File: src/rtl/bldc_bemf_six_step_commutator_defines.svh
`ifndef BLDC_BEMF_SIX_STEP_COMMUTATOR_DEFINES_SVH
`define BLDC_BEMF_SIX_STEP_COMMUTATOR_DEFINES_SVH

// same-cycle implication, checked outside reset
`define BBSC_ASSERT_NOW(label, clk, rst_n, cond, expr) \
    label: assert property (@(posedge clk) disable iff (!rst_n) (cond) |-> (expr)) \
        else $error("bbsc assertion failed");

// next-cycle implication, checked outside reset
`define BBSC_ASSERT_NEXT(label, clk, rst_n, cond, expr) \
    label: assert property (@(posedge clk) disable iff (!rst_n) (cond) |=> (expr)) \
        else $error("bbsc assertion failed");

`endif

File: src/rtl/bbsc_pkg.sv
package bbsc_pkg;

    localparam int COUNT_WIDTH_DEFAULT = 8;
    localparam int INTERVAL_CAP = 40;
    localparam int START_COUNT = 50;
    localparam int SMOOTH_WIDTH = 6;
    localparam int APB_ADDR_WIDTH = 3;
    localparam int APB_DATA_WIDTH = 32;

    localparam logic [0:0] REG_DIRECTION = 1'b0;
    localparam logic [0:0] REG_START_SMOOTH = 1'b1;
    localparam logic [SMOOTH_WIDTH-1:0] START_SMOOTH_RESET = 6'd8;

    typedef enum logic [1:0] {
        OP_TICK = 2'd0,
        OP_SAMPLE = 2'd1,
        OP_START = 2'd2
    } op_t;

    typedef struct packed {
        logic direction;
        logic [SMOOTH_WIDTH-1:0] start_smoothed_interval;
    } cfg_t;

    typedef struct packed {
        logic [2:0] phase_pattern;
        logic commutated;
        logic [SMOOTH_WIDTH-1:0] smoothed_interval;
        logic start_failed;
    } result_t;

    localparam logic [2:0] SECTOR_OF_CODE [8] = '{3'd0, 3'd1, 3'd5, 3'd4, 3'd6, 3'd2, 3'd3, 3'd0};
    localparam logic [2:0] FWD_PHASE [8] = '{3'd0, 3'd1, 3'd6, 3'd5, 3'd2, 3'd4, 3'd3, 3'd0};
    localparam logic [2:0] REV_PHASE [8] = '{3'd0, 3'd5, 3'd4, 3'd1, 3'd3, 3'd6, 3'd2, 3'd0};
    localparam logic [2:0] PARK_STEP [8] = '{3'd0, 3'd1, 3'd2, 3'd4, 3'd5, 3'd6, 3'd3, 3'd0};
    localparam logic [2:0] FWD_ACCEL [8] = '{3'd0, 3'd1, 3'd3, 3'd5, 3'd5, 3'd6, 3'd3, 3'd0};
    localparam logic [2:0] REV_ACCEL [8] = '{3'd0, 3'd6, 3'd3, 3'd5, 3'd5, 3'd6, 3'd3, 3'd0};
    localparam logic [2:0] NEXT_CODE [8] = '{3'd0, 3'd5, 3'd3, 3'd1, 3'd6, 3'd4, 3'd2, 3'd7};
    localparam logic [2:0] FWD_MASK [8] = '{3'h0, 3'h2, 3'h4, 3'h1, 3'h1, 3'h4, 3'h2, 3'h0};
    localparam logic [2:0] REV_MASK [8] = '{3'h0, 3'h4, 3'h2, 3'h1, 3'h1, 3'h2, 3'h4, 3'h0};
    localparam logic WANT_HIGH [8] = '{1'b0, 1'b0, 1'b0, 1'b1, 1'b0, 1'b1, 1'b1, 1'b0};

    function automatic logic [2:0] drive_pattern(input logic [2:0] code, input logic dir);
        logic [2:0] sec;
        sec = SECTOR_OF_CODE[code];
        return dir ? REV_PHASE[sec] : FWD_PHASE[sec];
    endfunction

endpackage

File: src/rtl/bldc_bemf_six_step_commutator.sv
// Sensorless six-step BLDC commutator. Requests are taken one per clock while in_ready is high,
// and each gives one result: the request is held in the input register, and then the table
// lookup, back-EMF match and interval filter settle into the result register. A new request can
// be taken as the last one moves on to the result register; in_ready drops only while both the
// input and result registers are full and out_ready is low. Configuration is over the APB port:
// direction at 0x0, start_smoothed_interval at 0x4, both readable back.
`include "bldc_bemf_six_step_commutator_defines.svh"

module bldc_bemf_six_step_commutator #(
    parameter int COUNT_WIDTH = bbsc_pkg::COUNT_WIDTH_DEFAULT
) (
    input  logic clk,
    input  logic rst_n,
    input  logic psel,
    input  logic penable,
    input  logic pwrite,
    input  logic [bbsc_pkg::APB_ADDR_WIDTH-1:0] paddr,
    input  logic [bbsc_pkg::APB_DATA_WIDTH-1:0] pwdata,
    output logic [bbsc_pkg::APB_DATA_WIDTH-1:0] prdata,
    output logic pready,
    input  logic in_valid,
    output logic in_ready,
    input  logic [1:0] operation,
    input  logic [2:0] bemf_bits,
    input  logic [2:0] rotor_sector,
    output logic out_valid,
    input  logic out_ready,
    output logic [2:0] phase_pattern,
    output logic commutated,
    output logic [bbsc_pkg::SMOOTH_WIDTH-1:0] smoothed_interval,
    output logic start_failed
);

    bbsc_pkg::cfg_t cfg;
    bbsc_pkg::result_t result_next;
    bbsc_pkg::result_t result_reg;

    logic s1_valid_reg;
    logic [1:0] operation_reg;
    logic [2:0] bemf_bits_reg;
    logic [2:0] rotor_sector_reg;
    logic out_valid_reg;
    logic s1_go;

    logic [2:0] step_code_reg;
    logic [2:0] step_code_next;
    logic [COUNT_WIDTH-1:0] interval_count_reg;
    logic [COUNT_WIDTH-1:0] interval_count_next;
    logic [bbsc_pkg::SMOOTH_WIDTH-1:0] smoothed_value_reg;
    logic [bbsc_pkg::SMOOTH_WIDTH-1:0] smoothed_value_next;
    logic [2:0] pattern_reg;
    logic [2:0] pattern_next;

    assign pready = 1'b1;

    bbsc_cfg u_cfg (
        .clk     (clk),
        .rst_n   (rst_n),
        .psel    (psel),
        .penable (penable),
        .pwrite  (pwrite),
        .paddr   (paddr),
        .pwdata  (pwdata),
        .prdata  (prdata),
        .cfg     (cfg)
    );

    bbsc_step #(
        .COUNT_WIDTH (COUNT_WIDTH)
    ) u_step (
        .operation           (operation_reg),
        .bemf_bits           (bemf_bits_reg),
        .rotor_sector        (rotor_sector_reg),
        .cfg                 (cfg),
        .step_code           (step_code_reg),
        .interval_count      (interval_count_reg),
        .smoothed_value      (smoothed_value_reg),
        .pattern             (pattern_reg),
        .step_code_next      (step_code_next),
        .interval_count_next (interval_count_next),
        .smoothed_value_next (smoothed_value_next),
        .pattern_next        (pattern_next),
        .result              (result_next)
    );

    assign s1_go = s1_valid_reg && (!out_valid_reg || out_ready);
    assign in_ready = !s1_valid_reg || s1_go;

    always_ff @(posedge clk or negedge rst_n)
    begin
        if (!rst_n)
        begin
            s1_valid_reg <= 1'b0;
            out_valid_reg <= 1'b0;
            step_code_reg <= 3'd1;
            interval_count_reg <= '0;
            smoothed_value_reg <= '0;
            pattern_reg <= 3'd0;
        end
        else
        begin
            if (in_ready)
                s1_valid_reg <= in_valid;
            priority if (s1_go)
                out_valid_reg <= 1'b1;
            else if (out_ready)
                out_valid_reg <= 1'b0;
            if (s1_go)
            begin
                step_code_reg <= step_code_next;
                interval_count_reg <= interval_count_next;
                smoothed_value_reg <= smoothed_value_next;
                pattern_reg <= pattern_next;
            end
        end
    end

    always_ff @(posedge clk)
    begin
        if (in_ready && in_valid)
        begin
            operation_reg <= operation;
            bemf_bits_reg <= bemf_bits;
            rotor_sector_reg <= rotor_sector;
        end
        if (s1_go)
            result_reg <= result_next;
    end

    assign out_valid = out_valid_reg;
    assign phase_pattern = result_reg.phase_pattern;
    assign commutated = result_reg.commutated;
    assign smoothed_interval = result_reg.smoothed_interval;
    assign start_failed = result_reg.start_failed;

    `BBSC_ASSERT_NOW(a_step_code_legal, clk, rst_n, 1'b1,
        (step_code_reg != 3'd0 && step_code_reg != 3'd7))
    `BBSC_ASSERT_NEXT(a_count_cleared, clk, rst_n, (s1_go && result_next.commutated),
        (interval_count_reg == '0))
    `BBSC_ASSERT_NOW(a_commutate_drives, clk, rst_n, (out_valid_reg && result_reg.commutated),
        (result_reg.phase_pattern != 3'd0 && !result_reg.start_failed))
    `BBSC_ASSERT_NEXT(a_state_holds, clk, rst_n, !s1_go,
        ($stable(step_code_reg) && $stable(pattern_reg)))

endmodule

File: src/rtl/bbsc_cfg.sv
module bbsc_cfg (
    input  logic clk,
    input  logic rst_n,
    input  logic psel,
    input  logic penable,
    input  logic pwrite,
    input  logic [bbsc_pkg::APB_ADDR_WIDTH-1:0] paddr,
    input  logic [bbsc_pkg::APB_DATA_WIDTH-1:0] pwdata,
    output logic [bbsc_pkg::APB_DATA_WIDTH-1:0] prdata,
    output bbsc_pkg::cfg_t cfg
);

    bbsc_pkg::cfg_t cfg_reg;
    logic aligned;
    logic wr_en;

    assign aligned = (paddr[1:0] == 2'b00);
    assign wr_en = psel && penable && pwrite;

    always_ff @(posedge clk or negedge rst_n)
    begin
        if (!rst_n)
        begin
            cfg_reg.direction <= 1'b0;
            cfg_reg.start_smoothed_interval <= bbsc_pkg::START_SMOOTH_RESET;
        end
        else if (wr_en)
        begin
            unique case (paddr[2])
                bbsc_pkg::REG_DIRECTION: cfg_reg.direction <= pwdata[0];
                bbsc_pkg::REG_START_SMOOTH:
                    cfg_reg.start_smoothed_interval <= pwdata[bbsc_pkg::SMOOTH_WIDTH-1:0];
                default: ;
            endcase
        end
    end

    always_comb
    begin
        prdata = '0;
        if (aligned)
        begin
            unique case (paddr[2])
                bbsc_pkg::REG_DIRECTION: prdata[0] = cfg_reg.direction;
                bbsc_pkg::REG_START_SMOOTH:
                    prdata[bbsc_pkg::SMOOTH_WIDTH-1:0] = cfg_reg.start_smoothed_interval;
                default: prdata = '0;
            endcase
        end
    end

    assign cfg = cfg_reg;

endmodule

File: src/rtl/bbsc_step.sv
module bbsc_step #(
    parameter int COUNT_WIDTH = bbsc_pkg::COUNT_WIDTH_DEFAULT
) (
    input  logic [1:0] operation,
    input  logic [2:0] bemf_bits,
    input  logic [2:0] rotor_sector,
    input  bbsc_pkg::cfg_t cfg,
    input  logic [2:0] step_code,
    input  logic [COUNT_WIDTH-1:0] interval_count,
    input  logic [bbsc_pkg::SMOOTH_WIDTH-1:0] smoothed_value,
    input  logic [2:0] pattern,
    output logic [2:0] step_code_next,
    output logic [COUNT_WIDTH-1:0] interval_count_next,
    output logic [bbsc_pkg::SMOOTH_WIDTH-1:0] smoothed_value_next,
    output logic [2:0] pattern_next,
    output bbsc_pkg::result_t result
);

    localparam logic [COUNT_WIDTH-1:0] CAP = COUNT_WIDTH'(bbsc_pkg::INTERVAL_CAP);
    localparam logic [COUNT_WIDTH-1:0] START_LOAD =
        (bbsc_pkg::START_COUNT > (2 ** COUNT_WIDTH) - 1) ? '1
                                                          : COUNT_WIDTH'(bbsc_pkg::START_COUNT);

    logic [COUNT_WIDTH-1:0] capped;
    logic [bbsc_pkg::SMOOTH_WIDTH-1:0] half;
    logic [bbsc_pkg::SMOOTH_WIDTH-1:0] filtered;
    logic [2:0] mask;
    logic match;
    logic [2:0] park_code;
    logic park_bad;
    logic [2:0] accel_code;
    logic fired;
    logic failed;

    always_comb
    begin
        capped = (interval_count > CAP) ? CAP : interval_count;
        half = {1'b0, capped[bbsc_pkg::SMOOTH_WIDTH-1:1]};
        if (smoothed_value < half)
            filtered = smoothed_value + 1'b1;
        else if (smoothed_value > half && smoothed_value > 6'd1)
            filtered = smoothed_value - 1'b1;
        else
            filtered = smoothed_value;
    end

    assign mask = cfg.direction ? bbsc_pkg::REV_MASK[step_code] : bbsc_pkg::FWD_MASK[step_code];
    assign match = (mask != 3'd0) && (((bemf_bits & mask) != 3'd0) == bbsc_pkg::WANT_HIGH[step_code]);
    assign park_code = bbsc_pkg::PARK_STEP[rotor_sector];
    assign park_bad = (rotor_sector == 3'd0) || (park_code == 3'd0) || (park_code == 3'd7);
    assign accel_code = cfg.direction ? bbsc_pkg::REV_ACCEL[rotor_sector]
                                      : bbsc_pkg::FWD_ACCEL[rotor_sector];

    always_comb
    begin
        step_code_next = step_code;
        interval_count_next = interval_count;
        smoothed_value_next = smoothed_value;
        pattern_next = pattern;
        fired = 1'b0;
        failed = 1'b0;
        unique case (bbsc_pkg::op_t'(operation))
            bbsc_pkg::OP_TICK:
            begin
                if (interval_count != '1)
                    interval_count_next = interval_count + 1'b1;
            end
            bbsc_pkg::OP_SAMPLE:
            begin
                if (match)
                begin
                    step_code_next = bbsc_pkg::NEXT_CODE[step_code];
                    pattern_next = bbsc_pkg::drive_pattern(step_code, cfg.direction);
                    smoothed_value_next = filtered;
                    interval_count_next = '0;
                    fired = 1'b1;
                end
            end
            bbsc_pkg::OP_START:
            begin
                if (park_bad)
                    failed = 1'b1;
                else
                begin
                    step_code_next = park_code;
                    interval_count_next = START_LOAD;
                    smoothed_value_next = cfg.start_smoothed_interval;
                    pattern_next = bbsc_pkg::drive_pattern(accel_code, cfg.direction);
                end
            end
            default: ;
        endcase
    end

    assign result.phase_pattern = pattern_next;
    assign result.commutated = fired;
    assign result.smoothed_interval = smoothed_value_next;
    assign result.start_failed = failed;

endmodule
File: config.mk
export PLATFORM = sky130hd
export DESIGN_NAME = bldc_bemf_six_step_commutator
export DESIGN_NICKNAME = d
export VERILOG_FILES = /design/src/rtl/bbsc_pkg.sv /design/src/rtl/bldc_bemf_six_step_commutator.sv /design/src/rtl/bbsc_cfg.sv /design/src/rtl/bbsc_step.sv
export VERILOG_INCLUDE_DIRS = /design/src /design/src/rtl
export SDC_FILE = /design/constraint.sdc
export NUM_CORES = 1
export LEC_CHECK = 0
export ABC_CLOCK_PERIOD_IN_PS = 6300
export BUFFER_PORTS_ARGS = -buffer_cell sky130_fd_sc_hd__buf_4
export CELL_PAD_IN_SITES_DETAIL_PLACEMENT = 2
export CELL_PAD_IN_SITES_GLOBAL_PLACEMENT = 2
export CORE_MARGIN = 10
export CORE_UTILIZATION = 36
export CTS_CLUSTER_DIAMETER = 80
export DETAILED_ROUTE_END_ITERATION = 8
export PLACE_DENSITY = 0.94
export SLEW_MARGIN = 30
export SYNTH_ARGS = -nofsm -noshare
export SYNTH_HDL_FRONTEND = slang
export SYNTH_SLANG_ARGS = --single-unit
File: constraint.sdc
create_clock -name clk -period 6.3 [get_ports clk]
set_clock_uncertainty 0.2 [all_clocks]
set_input_delay 1.26 -clock clk [delete_from_list [all_inputs] [get_ports clk]]
set_output_delay 1.26 -clock clk [all_outputs]
set_load 0.01 [all_outputs]
Word-level counts from Yosys, hierarchy flattened
Memories as Yosys holds them, arrays and structs flattened.
Cells that the tools add are included.
- register bits: 48
- bits in read-only memories: 296
- bits of input ports: 50
- output and inout port bits: 46
- word-level logic and storage cells: 133
- memories: 13
- add/sub/neg operators: 3
- $lt $le $gt $ge: 9
- equality and inequality tests: 8
- muxes and demuxes: 53
- bitwise logic cells: 7
- reduce and logical (&&, ||, !) cells: 25
- memories (memory ; depth ; bits a word ; rd ports ; clocked after memory_dff ; wr ports ; RTL line ; source):
    (name not given) ; 8 ; 3 ; 1 ; 0 ; 0 ; bbsc_pkg.sv:46 ; return dir ? REV_PHASE[sec] : FWD_PHASE[sec];
    (name not given) ; 8 ; 3 ; 1 ; 0 ; 0 ; bbsc_pkg.sv:46 ;
    (name not given) ; 8 ; 3 ; 1 ; 0 ; 0 ; bbsc_pkg.sv:45 ; sec = SECTOR_OF_CODE[code];
    (name not given) ; 8 ; 3 ; 1 ; 0 ; 0 ; bbsc_pkg.sv:46 ;
    (name not given) ; 8 ; 3 ; 1 ; 0 ; 0 ; bbsc_pkg.sv:46 ;
    (name not given) ; 8 ; 3 ; 1 ; 0 ; 0 ; bbsc_step.sv:47 ; assign mask = cfg.direction ? bbsc_pkg::REV_MASK[step_code] : bbsc_pkg::FWD_MASK[step_code];
    +7 memories ; - ; - ; - ; - ; - ; - ;
- operators by type and width (cell ; number):
    3-bit 2-to-1 mux ; 32
    6-bit 2-to-1 mux ; 6
    8-bit 2-to-1 mux ; 3
    8-bit one-hot mux with 3 select lines ; 1
    4-bit >= comparator (second input constant) ; 5
    3-bit inverter with 4-bit output ; 5
    3-bit one-hot mux with 2 select lines ; 2
    6-bit one-hot mux with 2 select lines ; 1
    3-bit nonzero test ; 3
    8-bit by 1-bit adder with 8-bit output (second input constant) ; 1
    8-bit by 6-bit greater-than comparator with 1-bit output (second input constant) ; 1
    8-bit != test (second input constant) ; 1
    6-bit by 1-bit adder with 6-bit output (second input constant) ; 1
    6-bit by 1-bit greater-than comparator with 1-bit output (second input constant) ; 1
    6-bit by 5-bit greater-than comparator with 1-bit output ; 1
    1-bit logical AND ; 6
    3-bit zero test ; 2
    6-bit by 5-bit less-than comparator with 1-bit output ; 1
    1-bit 2-to-1 mux ; 6
    6-bit by 1-bit subtractor with 6-bit output (second input constant) ; 1
    5-bit 2-to-1 mux ; 1
    5-bit AND reduction ; 1
    2-bit zero test ; 2
    1-bit logical OR ; 4
    other kinds (13) ; 17

Depth between registers and ports, before layout
Gate-level depths: netlist of run 1.
- depth in word-level cells: 16
- depth in mapped cells: 16
- gate-level depth less buffers: 16

Hierarchy
A second synthesis of run 1 with hierarchy kept.
- cell total of the unflattened synthesis: 395
- area, all modules: 4013.8 µm²
- modules (own cells, without submodules) (module ; instances ; cells an instance ; area each (µm²) ; seq. area each (µm²)):
    bbsc_step ; 1 ; 272 ; 1965.6 ; 0.0
    bldc_bemf_six_step_commutator ; 1 ; 72 ; 1507.7 ; 1122.3
    bbsc_cfg ; 1 ; 51 ; 540.5 ; 176.4

Least setup slack after synthesis of run 1
No wires, ideal clock.
- path kind: input-to-output
- start point: in paddr[1] (netlist bit)
- end point: out prdata[1] (netlist bit)
- data arrival time: 1.758 ns
- data required time: 4.840 ns
- slack: 3.082 ns
- stages: 2
- path buffers: 0
- cell sequence: nor3b_1 and2_1
- word-level cells in the longest chain between the ends: 2
- RTL lines (element ; RTL line ; source):
    start, declared ; bldc_bemf_six_step_commutator.sv:17 ; input logic [bbsc_pkg::APB_ADDR_WIDTH-1:0] paddr,
    2-bit zero test ; bbsc_cfg.sv:17 ; assign aligned = (paddr[1:0] == 2'b00);
    6-bit 2-to-1 mux ; bbsc_cfg.sv:41 ; if (aligned)
    end, declared ; bldc_bemf_six_step_commutator.sv:19 ; output logic [bbsc_pkg::APB_DATA_WIDTH-1:0] prdata,
Every way passes these cells.

Worst setup path after layout of run 1
- start point: in paddr[1] (netlist bit)
- end point: out prdata[3] (netlist bit)
Same word-level chain as after synthesis.

==> impl_metrics.csv, run 1 <==
group,metric,value,unit
status,status,"complete, no violations",
logic_synthesis,async_flop_share,60.42,%
logic_synthesis,synth_ff_type,"dfrtp_1",
clock_tree,cts_root_buf,"clkbuf_8",
logic_synthesis,netlist_area,3966,µm²
sta,setup_viol,0,
sta,min_period,4086,ps
floorplan,ios,96,
sta,final.setup.tns,0,ps
worst_setup_path,worstPathArrival,2630,ps
worst_setup_path,crit_path_frequent_cell,"buf_4",
logic_synthesis,synthMuxAreaShare,5.647,%
worst_setup_path,critical_path.cell_chain,"buf_4, nor3b_1, and2_1, buf_4",
flow_run,maxCapViolations,0,
sta,relSlewSlack,29.72,%
logic_synthesis,ys_warn_count,0,
logic_synthesis,synth-edff-count,19,
logic_synthesis,synth_top_family_by_area,"compound AO/OA/AOI/OAI gates",
finish,largest_reg_flops,8,
route,drtPass1Iterations,4,
clock_tree,clk_pin_slew,90,ps
worst_setup_path,crit_path_top_delay_cell,"nor3b_1",
route,drtIter0Drc,230,
logic_synthesis,synthCells,421,
floorplan,initial_core_util,36.75,%
clock_tree,cts_max_level,2,
clock_tree,cts_buffers,5,
clock_tree,cts_resized,0,
logic_synthesis,yosys.area_share.simple,17.92,%
clock_tree,holdBufCountCts,0,
worst_setup_path,r2r-start,"interval_count_reg[0]$_DFFE_PN0P_",
floorplan,fp.dieH,125.0,µm
placed_design,hpwlAfterDp,10220,µm
sta,clock.fmax,244.7,MHz
worst_setup_path,cp-start-kind,"input port",
logic_synthesis,synth-xor-area-share,0.4101,%
route,routed_wl,13090,µm
route,num_vias,3452,
worst_setup_path,crit_start,"paddr[1]",
logic_synthesis,synthAdderAreaFrac,10.09,%
worst_setup_path,worstSetupEndpointType,"output pin",
finish,fillers,1192,
grt,grt_use_total,16.59,%
route,drc,0,
floorplan,die_w,125.0,µm
finish,diodes,0,
clock_tree,cts_sinks,48,
pwr,power_density,396.4,nW/µm²
pwr,leakagePower,1.937,nW
placed_design,place_ws,2247,ps
grt,grt_pass1_wl,21350,µm
logic_synthesis,avgSynthCellArea,9.421,µm²
finish,mostFrequentLayoutCell,"buf_4",
sta,setup_ws,2214,ps
sta,holdWs,321.5,ps
finish,final_layout_size_suffix_gt1_share,17.07,%
worst_setup_path,path_max_fanout,5,
sta,rsz0062_at_grt,"no",
pwr,vdd_drop_max,0.1112,mV
min_path,worstHoldPathType,"reg -> reg",
logic_synthesis,synth-seq-area-share,32.74,%
clock_tree,cts_setup_buffers,0,
sta,fin_crit_sh,64.86,%
route,post_drt_wl_per_cell,21.93,µm
finish,syn_to_final_growth,10.16,%
worst_setup_path,critPathKind,"in -> out",
sta,hold_viol,0,
finish,nets,538,
logic_synthesis,synth.distinct_cells,72,
worst_setup_path,critPathMaxStageDelay,850,ps
finish,layout_common_cells,"buf_4 (44), inv_1 (32), ha_1 (32)",
worst_setup_path,required,4840,ps
min_path,hold_start,"pattern_reg[0]$_DFFE_PN0P_",
sta,drv_slew,0,
floorplan,core,10790,µm²
grt,grt_overflow_total,0,
grt,grt_max_degree,30,
logic_synthesis,synth-compound-area-share,22.68,%
route,vias_per_cell,5.782,
logic_synthesis,synth-seq-cells,48,
placed_design,gp_congestion,0.8605,
grt,antenna_found_initial,0,
clock_tree,tritoncts,"done",
placed_design,port_buffers,42,
sta,max_slew.worst_pin.slew,1052,ps
floorplan,dieArea,15620,µm²
clock_tree,clkLatencyLatePin,330,ps
grt,first_global_vias,3856,
clock_tree,clk_path_buf_depth,2,
route,ant_nets,0,
floorplan,floorplan.rows,38,
## report_power, final
part	internal (mW)	total [mW]	switching, mW
Combinational	0.389	0.968	0.579
Sequential	0.423	0.558	0.135
Clock	0.0880	0.206	0.118
## metrics by stage
stage          area (µm²)  std cells  utilization [%]  power (mW)
6_report             4369        597            40.48       1.732
5_1_grt              4369        597            40.48       1.877
4_1_cts              4369        597            40.48       1.734
3_5_place_dp         4277        589            39.62       1.519
3_3_place_gp         4277        589            39.62       1.429
2_1_floorplan        4060        446                -       1.245
## path summary, 6_finish.rpt
check	endpoint	slack [ps]	cells past startpoint
min	pattern_reg[0]$_DFFE_PN0P_	320	1
max reg2reg	smoothed_interval[3]$_DFFE_PP_	2610	14
min in group asynchronous	interval_count_reg[2]$_DFFE_PN0P_	660	1
max in group asynchronous	step_code_reg[0]$_DFFE_PN1P_	4890	1
max	prdata[3]	2210	4
min reg2reg	pattern_reg[0]$_DFFE_PN0P_	320	1
## synth_stat cells, drive strengths merged (4+ instances only)
library cell	instances	area [µm²]
buf	36	270.3
ha	32	400.4
inv	32	120.1
nand2	28	112.6
dfrtp	27	675.7
nor2	23	88.84
a21oi	19	117.6
edfxtp	19	570.6
o21ai	15	75.07
nand3	13	77.58
mux2	11	123.9
nand2b	11	68.82
nor3	11	55.05
and2	10	62.56
mux2i	10	100.1
o211ai	9	72.57
a21o	6	45.04
a22oi	6	50.05
nand4	6	37.54
o221ai	6	52.55
a211o	5	43.79
clkbuf	5	18.77
nor3b	5	37.54
a221o	4	40.04
a22o	4	35.03
a32oi	4	35.03
and3	4	25.02
nand3b	4	30.03
nor4	4	25.02
o22ai	4	38.79
## area by class of cell
| class | count | area [µm²] | area share [%] |
|---|---|---|---|
| flip-flops and latches | 48 | 1299 | 29.73 |
| repair buffers | 44 | 330.3 | 7.560 |
| clock inverters | 2 | 10.01 | 0.2291 |
| inverters | 32 | 120.1 | 2.749 |
| well taps | 140 | 175.2 | 4.009 |
| clock buffers | 6 | 82.58 | 1.890 |
| multi-input cells | 325 | 2352 | 53.84 |
## logic make-up after synthesis
kind of cell | after synthesis
simple gates | 130
flops | 48
buf+inv | 73
fa+ha+maj | 32
compound gates | 114
mux | 21
other cells | 2
xor+xnor | 1
## worst max-delay path: cells and delay by family
kind	cells	cell delay, ps
buffers and inverters	2	240
AND/OR/NAND/NOR	2	1120
## routing by layer
layer | global-route usage, % | share of wire (%)
met1 | 18.59 | 40
met2 | 29.99 | 53
met3 | 2.704 | 4.1
met4 | 7.656 | 3.4
met5 | 0 | 0
(Power assumes the default switching activity.)
==> run 2, diff against run 1 <==
--- a/config.mk
+++ b/config.mk
@@ -6,15 +6,16 @@
 export SDC_FILE = /design/constraint.sdc
 export NUM_CORES = 1
 export LEC_CHECK = 0
-export ABC_CLOCK_PERIOD_IN_PS = 6300
+export ABC_AREA = 1
+export ABC_CLOCK_PERIOD_IN_PS = 4100
 export BUFFER_PORTS_ARGS = -buffer_cell sky130_fd_sc_hd__buf_4
 export CELL_PAD_IN_SITES_DETAIL_PLACEMENT = 2
 export CELL_PAD_IN_SITES_GLOBAL_PLACEMENT = 2
 export CORE_MARGIN = 10
-export CORE_UTILIZATION = 36
+export CORE_UTILIZATION = 30
 export CTS_CLUSTER_DIAMETER = 80
 export DETAILED_ROUTE_END_ITERATION = 8
-export PLACE_DENSITY = 0.94
+export PLACE_DENSITY = 0.88
 export SLEW_MARGIN = 30
 export SYNTH_ARGS = -nofsm -noshare
 export SYNTH_HDL_FRONTEND = slang
==> constraint.sdc (replaced) <==
create_clock -name clk -period 4.1 [get_ports clk]
set_clock_uncertainty 0.2 [all_clocks]
set_input_delay 0.82 -clock clk [delete_from_list [all_inputs] [get_ports clk]]
set_output_delay 0.82 -clock clk [all_outputs]
set_load 0.01 [all_outputs]
==> impl_metrics.csv, run 2 <==
group,metric,value,unit
logic_synthesis,synth.distinct_cells,48,
pwr,power_density,637.5,nW/µm²
flow_run,maxCapViolations,0,
logic_synthesis,avgSynthCellArea,7.560,µm²
worst_setup_path,path_max_fanout,5,
worst_setup_path,critPathKind,"reg -> reg",
pwr,p_int,1.364,mW
clock_tree,clk_pin_slew,70,ps
pwr,p_sw_share,50.09,%
grt,grt_max_degree,30,
logic_synthesis,synth-edff-count,19,
route,routed.top_layer,"met4",
clock_tree,tritoncts,"done",
placed_design,dp.cells,701,
pwr,power_frac_seq,29.6,%
grt,grt_use_total,13.97,%
finish,final_cells,709,
sta,min_period,3225,ps
floorplan,initial_core_util,31.01,%
worst_setup_path,required,3920,ps
finish,diodes,0,
pwr,vdd_drop_max,0.1606,mV
logic_synthesis,synthCells,501,
route,post_drt_wl_per_cell,17.32,µm
sta,drv_slew,0,
finish,syn_to_final_growth,13.18,%
floorplan,core,12210,µm²
worst_setup_path,cp_num_buf_inv,3,
floorplan,floorplan.rows,40,
placed_design,place_ws,971.3,ps
worst_setup_path,reg2reg_to,"phase_pattern[0]$_DFFE_PP_",
worst_setup_path,worstPathArrival,3040,ps
worst_setup_path,r2r-start,"rotor_sector_reg[0]$_DFFE_PP_",
sta,setup_viol,0,
finish,fillers,1479,
worst_setup_path,ff2ff_setup_slack,880,ps
clock_tree,cts_root_buf,"clkbuf_16",
worst_setup_path,crit_path_top_delay_cell,"edfxtp_1",
route,met3RoutedLength,724,µm
finish,nets,622,
sta,final.setup.tns,0,ps
placed_design,hpwlAfterDp,9361,µm
clock_tree,clk_path_buf_depth,2,
finish,largest_reg_flops,8,
floorplan,ios,96,
grt,antenna_found_initial,0,
clock_tree,holdBufCountCts,0,
grt,first_global_vias,3920,
route,drtIter0Drc,210,
clock_tree,cts_sinks,48,
sta,setup_ws,875.1,ps
clock_tree,clkLatencyLatePin,300,ps
logic_synthesis,ys_warn_count,0,
logic_synthesis,yosys-top-cells-area,"dfrtp_1 (18%), edfxtp_1 (15%), nand2_1 (12%), ha_1 (11%), nand3_1 (5.6%)",
route,routed_wl,12280,µm
route,ant_nets,0,
min_path,worstHoldPathType,"in -> async",
worst_setup_path,critical_path.cell_chain,"inv_1, ha_1, nand2_1, nand2_2, nand2_1, nand2_1, inv_1, ha_1, nand2_1, nand2_1, inv_1, ha_1, nor2_1, o21ai_0, o211ai_1, nand2_1, nand2_1, nand2_1",
sta,rsz0062_at_grt,"no",
route,wl_met2,6155,µm
logic_synthesis,async_flop_share,60.42,%
pwr,p_comb_share,55.1,%
status,status,"complete, no violations",
worst_setup_path,cp_num_cells,18,
logic_synthesis,yosysTopAreaCell,"dfrtp_1",
sta,fin_crit_sh,78.66,%
grt,grt_pass1_wl,20250,µm
finish,mostFrequentLayoutCell,"nand2_1",
logic_synthesis,synth-seq-cells,48,
sta,max_slew.worst_pin.slew,766.7,ps
route,drtPass1Iterations,4,
worst_setup_path,cp-start-kind,"flop",
floorplan,fp.dieH,132.4,µm
route,drc,0,
route,num_vias,3387,
sta,clock.fmax,310.1,MHz
clock_tree,cts_max_level,2,
logic_synthesis,synth_ff_type,"dfrtp_1",
sta,holdWs,259.7,ps
floorplan,dieArea,17520,µm²
logic_synthesis,synth-seq-area-share,34.29,%
floorplan,die_w,132.4,µm
sta,hold_viol,0,
route,vias_per_cell,4.777,
clock_tree,cts_buffers,5,
logic_synthesis,yosys.cell_count.top_type,"nand2_1",
worst_setup_path,path_delay_family,"simple AND/OR/NAND/NOR gates",
finish,layout_common_cells,"nand2_1 (124), inv_1 (55), buf_4 (43)",
pwr,leakagePower,2.156,nW
clock_tree,cts_resized,0,
route,wl_met1,5219,µm
grt,grt_overflow_total,0,
logic_synthesis,netlist_area,3787,µm²
finish,final_layout_size_suffix_gt1_share,16.82,%
clock_tree,cts_setup_buffers,0,
placed_design,port_buffers,42,
sta,relSlewSlack,48.83,%
logic_synthesis,synthTopCellsByCount,"nand2_1 (124), inv_1 (55), nand3_1 (42), nor2_1 (42), ha_1 (32)",
worst_setup_path,crit_path_frequent_cell,"nand2_1",
worst_setup_path,worstRegToRegCells,18,
pwr,clkPwrFrac,15.3,%
worst_setup_path,critPathMaxStageDelay,440,ps
pwr,p_switching,1.369,mW
logic_synthesis,synth_top_area_share,17.84,%
worst_setup_path,worstSetupEndpointType,"flop",
placed_design,gp_congestion,0.8027,
==> run 2: how the worst max path moves through the flow <==
stage | from | to | slack, ps
floorplan | rotor_sector_reg[0]$_DFFE_PP_ | phase_pattern[0]$_DFFE_PP_ | 1450
global placement | rotor_sector_reg[1]$_DFFE_PP_ | phase_pattern[0]$_DFFE_PP_ | 1180
detailed placement | rotor_sector_reg[0]$_DFFE_PP_ | phase_pattern[0]$_DFFE_PP_ | 970
CTS | rotor_sector_reg[0]$_DFFE_PP_ | phase_pattern[0]$_DFFE_PP_ | 890
global route | rotor_sector_reg[0]$_DFFE_PP_ | phase_pattern[0]$_DFFE_PP_ | 620
finish | rotor_sector_reg[0]$_DFFE_PP_ | phase_pattern[0]$_DFFE_PP_ | 880
==> run 2: stage by stage <==
step	utilization (%)	instance area (µm²)	power [mW]
2_1_floorplan	-	3881	1.858
3_3_place_gp	33.94	4145	2.161
3_5_place_dp	33.94	4145	2.294
4_1_cts	35.10	4287	2.762
5_1_grt	35.10	4287	3.009
6_report	35.10	4287	2.733
==> run 2: per-layer routing <==
metal,global-route usage (%),vias up
met3,3.354,13
met2,24.78,88
met4,4.340,0
met5,0,-
li1,-,1641
met1,16.08,1645
==> run 2: worst register-to-register path, cell delays in order (launching register included) <==
cell and delay (ps):
edfxtp_1 440, inv_1 110, ha_1 310, nand2_1 70
nand2_2 110, nand2_1 60, nand2_1 140, inv_1 60
ha_1 270, nand2_1 50, nand2_1 160, inv_1 90
ha_1 220, nor2_1 100, o21ai_0 80, o211ai_1 140
nand2_1 100, nand2_1 110, nand2_1 130
==> run 2: power by group through the flow <==
stage / Sequential, mW / Combinational, mW / Clock, mW
3_3_place_gp: 0.801 / 1.36 / 0
5_1_grt: 0.832 / 1.73 / 0.445
6_report: 0.810 / 1.51 / 0.417
4_1_cts: 0.811 / 1.52 / 0.431
2_1_floorplan: 0.760 / 1.10 / 0
3_5_place_dp: 0.815 / 1.48 / 0
==> run 2: area by class of cell <==
cell class | instances | area (µm²) | share of cell area [%]
Clock buffer | 6 | 128.9 | 3.006
Sequential cell | 48 | 1299 | 30.30
Multi-Input combinational cell | 379 | 2066 | 48.19
Timing Repair Buffer | 43 | 322.8 | 7.531
Clock inverter | 2 | 12.51 | 0.2919
Tap cell | 168 | 210.2 | 4.904
Inverter | 63 | 247.7 | 5.779
==> run 2: logic make-up (layout without fill, tap and decap cells) <==
logic type / count (synthesis) / count (layout) / synth area share (%)
xor+xnor: 4 / 4 / 0.9249
compound gates: 68 / 68 / 10.51
fa+ha+maj: 32 / 32 / 10.57
buf+inv: 99 / 114 / 13.64
simple gates: 245 / 245 / 28.97
flops: 48 / 48 / 34.29
other cells: 2 / 27 / 0.1983
mux: 3 / 3 / 0.8919
==> run 3, diff against run 2 <==
--- a/config.mk
+++ b/config.mk
@@ -7,7 +7,7 @@
 export NUM_CORES = 1
 export LEC_CHECK = 0
 export ABC_AREA = 1
-export ABC_CLOCK_PERIOD_IN_PS = 4100
+export ABC_CLOCK_PERIOD_IN_PS = 3050
 export BUFFER_PORTS_ARGS = -buffer_cell sky130_fd_sc_hd__buf_4
 export CELL_PAD_IN_SITES_DETAIL_PLACEMENT = 2
 export CELL_PAD_IN_SITES_GLOBAL_PLACEMENT = 2
==> constraint.sdc (replaced) <==
create_clock -name clk -period 3.05 [get_ports clk]
set_clock_uncertainty 0.2 [all_clocks]
set_input_delay 0.61 -clock clk [delete_from_list [all_inputs] [get_ports clk]]
set_output_delay 0.61 -clock clk [all_outputs]
set_load 0.01 [all_outputs]
==> impl_metrics.csv, run 3 (synthesis results as in run 2) <==
group,metric,value,unit
status,status,"complete, no violations",
finish,final_area,4434,µm²
finish,nets,632,
pwr,power_density,867.4,nW/µm²
sta,drv_slew,0,
placed_design,port_buffers,42,
route,vias_per_cell,4.815,
placed_design,hpwlAfterDp,9711,µm
worst_setup_path,required,2990,ps
worst_setup_path,reg2reg_to,"phase_pattern[2]$_DFFE_PP_",
finish,final_cells,719,
floorplan,die_w,132.4,µm
clock_tree,cts_sinks,48,
placed_design,place_ws,-60.78,ps
grt,grt_use_total,13.92,%
route,drc,0,
clock_tree,cts_max_level,2,
finish,largest_reg_flops,8,
sta,setup_ws,145.3,ps
floorplan,dieArea,17520,µm²
sta,max_slew.worst_pin.slew,582.2,ps
floorplan,ios,96,
route,drtIter0Drc,157,
route,num_vias,3462,
pwr,vdd_drop_max,0.2501,mV
sta,min_period,2905,ps
sta,rsz0062_at_grt,"yes",
finish,final_layout_size_suffix_gt1_share,21.42,%
floorplan,fp.dieH,132.4,µm
floorplan,core,12210,µm²
min_path,worstHoldPathType,"in -> async",
route,routed_wl,12270,µm
finish,fin_util,36.31,%
pwr,leakagePower,2.216,nW
route,post_drt_wl_per_cell,17.07,µm
clock_tree,clk_path_buf_depth,2,
worst_setup_path,worstPathArrival,2850,ps
clock_tree,cts_buffers,5,
worst_setup_path,worstSetupEndpointType,"flop",
finish,layout_common_cells,"nand2_1 (121), buf_4 (52), inv_1 (50)",
grt,grt_max_degree,30,
clock_tree,holdBufCountCts,0,
floorplan,floorplan.rows,40,
worst_setup_path,worstRegToRegCells,17,
placed_design,placed_cell_area,4175,µm²
sta,fin_crit_sh,95.24,%
clock_tree,clk_pin_slew,70,ps
sta,hold_viol,0,
placed_design,gp_congestion,0.7861,
clock_tree,clkLatencyLatePin,300,ps
finish,mostFrequentLayoutCell,"nand2_1",
sta,relSlewSlack,60.78,%
sta,setup_viol,0,
worst_setup_path,critPathKind,"reg -> reg",
grt,antenna_found_initial,0,
route,drtPass1Iterations,4,
worst_setup_path,r2r-start,"rotor_sector_reg[1]$_DFFE_PP_",
finish,diodes,0,
grt,first_global_vias,3954,
worst_setup_path,ff2ff_setup_slack,150,ps
route,ant_nets,0,
grt,grt_overflow_total,0,
grt,grt_pass1_wl,20230,µm
clock_tree,tritoncts,"done",
finish,syn_to_final_growth,17.08,%
sta,clock.fmax,344.3,MHz
clock_tree,cts_root_buf,"clkbuf_16",
worst_setup_path,path_max_fanout,5,
flow_run,maxCapViolations,0,
worst_setup_path,cp-start-kind,"flop",
floorplan,initial_core_util,31.01,%
placed_design,dp.cells,705,
-- run 3: how the worst max path moves through the flow --
stage,slack (ps),to,from
after floorplan,400,phase_pattern[0]$_DFFE_PP_,rotor_sector_reg[0]$_DFFE_PP_
after global placement,140,smoothed_interval[4]$_DFFE_PP_,interval_count_reg[1]$_DFFE_PN0P_
after detailed placement,-60,phase_pattern[0]$_DFFE_PP_,rotor_sector_reg[1]$_DFFE_PP_
after CTS,1,smoothed_interval[3]$_DFFE_PP_,interval_count_reg[1]$_DFFE_PN0P_
after global routing,-60,smoothed_value_reg[2]$_DFFE_PN0P_,interval_count_reg[1]$_DFFE_PN0P_
final,150,phase_pattern[2]$_DFFE_PP_,rotor_sector_reg[1]$_DFFE_PP_
-- run 3: layout make-up --
type,count,area (µm²)
repair buffers,53,401.6
well taps,168,210.2
multi-input cells,379,2118
inverters,63,247.7
fillers,1491,7777
clock buffers,8,157.7
flip-flops and latches,48,1299
-- run 3: power by group --
group,internal [mW],leakage (nW),switching [mW]
Clock,0.356,0.0763,0.257
Combinational,0.751,1.59,1.39
Sequential,0.869,0.546,0.222
Total,1.98,2.22,1.87
-- run 3: worst max-delay path: stages, from the launching register on --
cell and delay [ps]:
edfxtp_1 380, inv_2 90, ha_4 270, nand2_1 60, nand2_2 80, nand2_1 60, nand2_2 100, inv_1 60
ha_1 300, nand2_1 80, nand2_2 70, buf_4 140, ha_1 270, o22ai_1 170, o21ai_1 80, o21ai_1 130
nand2_1 80, nand2_1 120
-- run 3: metrics by stage --
stage / power [mW] / hold slack (ps) / setup TNS [ps]
3_5_place_dp: 3.113 / 286.6 / -116.9
4_1_cts: 3.769 / 72.05 / 0
2_1_floorplan: 2.498 / 114.4 / 0
3_3_place_gp: 2.915 / 266.9 / 0
6_report: 3.846 / 55.16 / 0
5_1_grt: 4.237 / 89.49 / -126.6
-- run 3: layer usage --
| metal | wire, µm | global-route usage (%) |
|---|---|---|
| met1 | 5315 | 16.13 |
| met2 | 6269 | 24.89 |
| met3 | 521 | 3.125 |
| met4 | 166 | 3.973 |
| met5 | 0 | 0 |
-- run 3: timing repair --
| action | 4_1_cts | 5_1_grt |
|---|---|---|
| setup buffers | 0 | 6 |
| gates resized for setup | 4 | 18 |
| gates cloned | 0 | 0 |
| pin swaps | 0 | 7 |
| setup endpoints to repair | 6 | 17 |
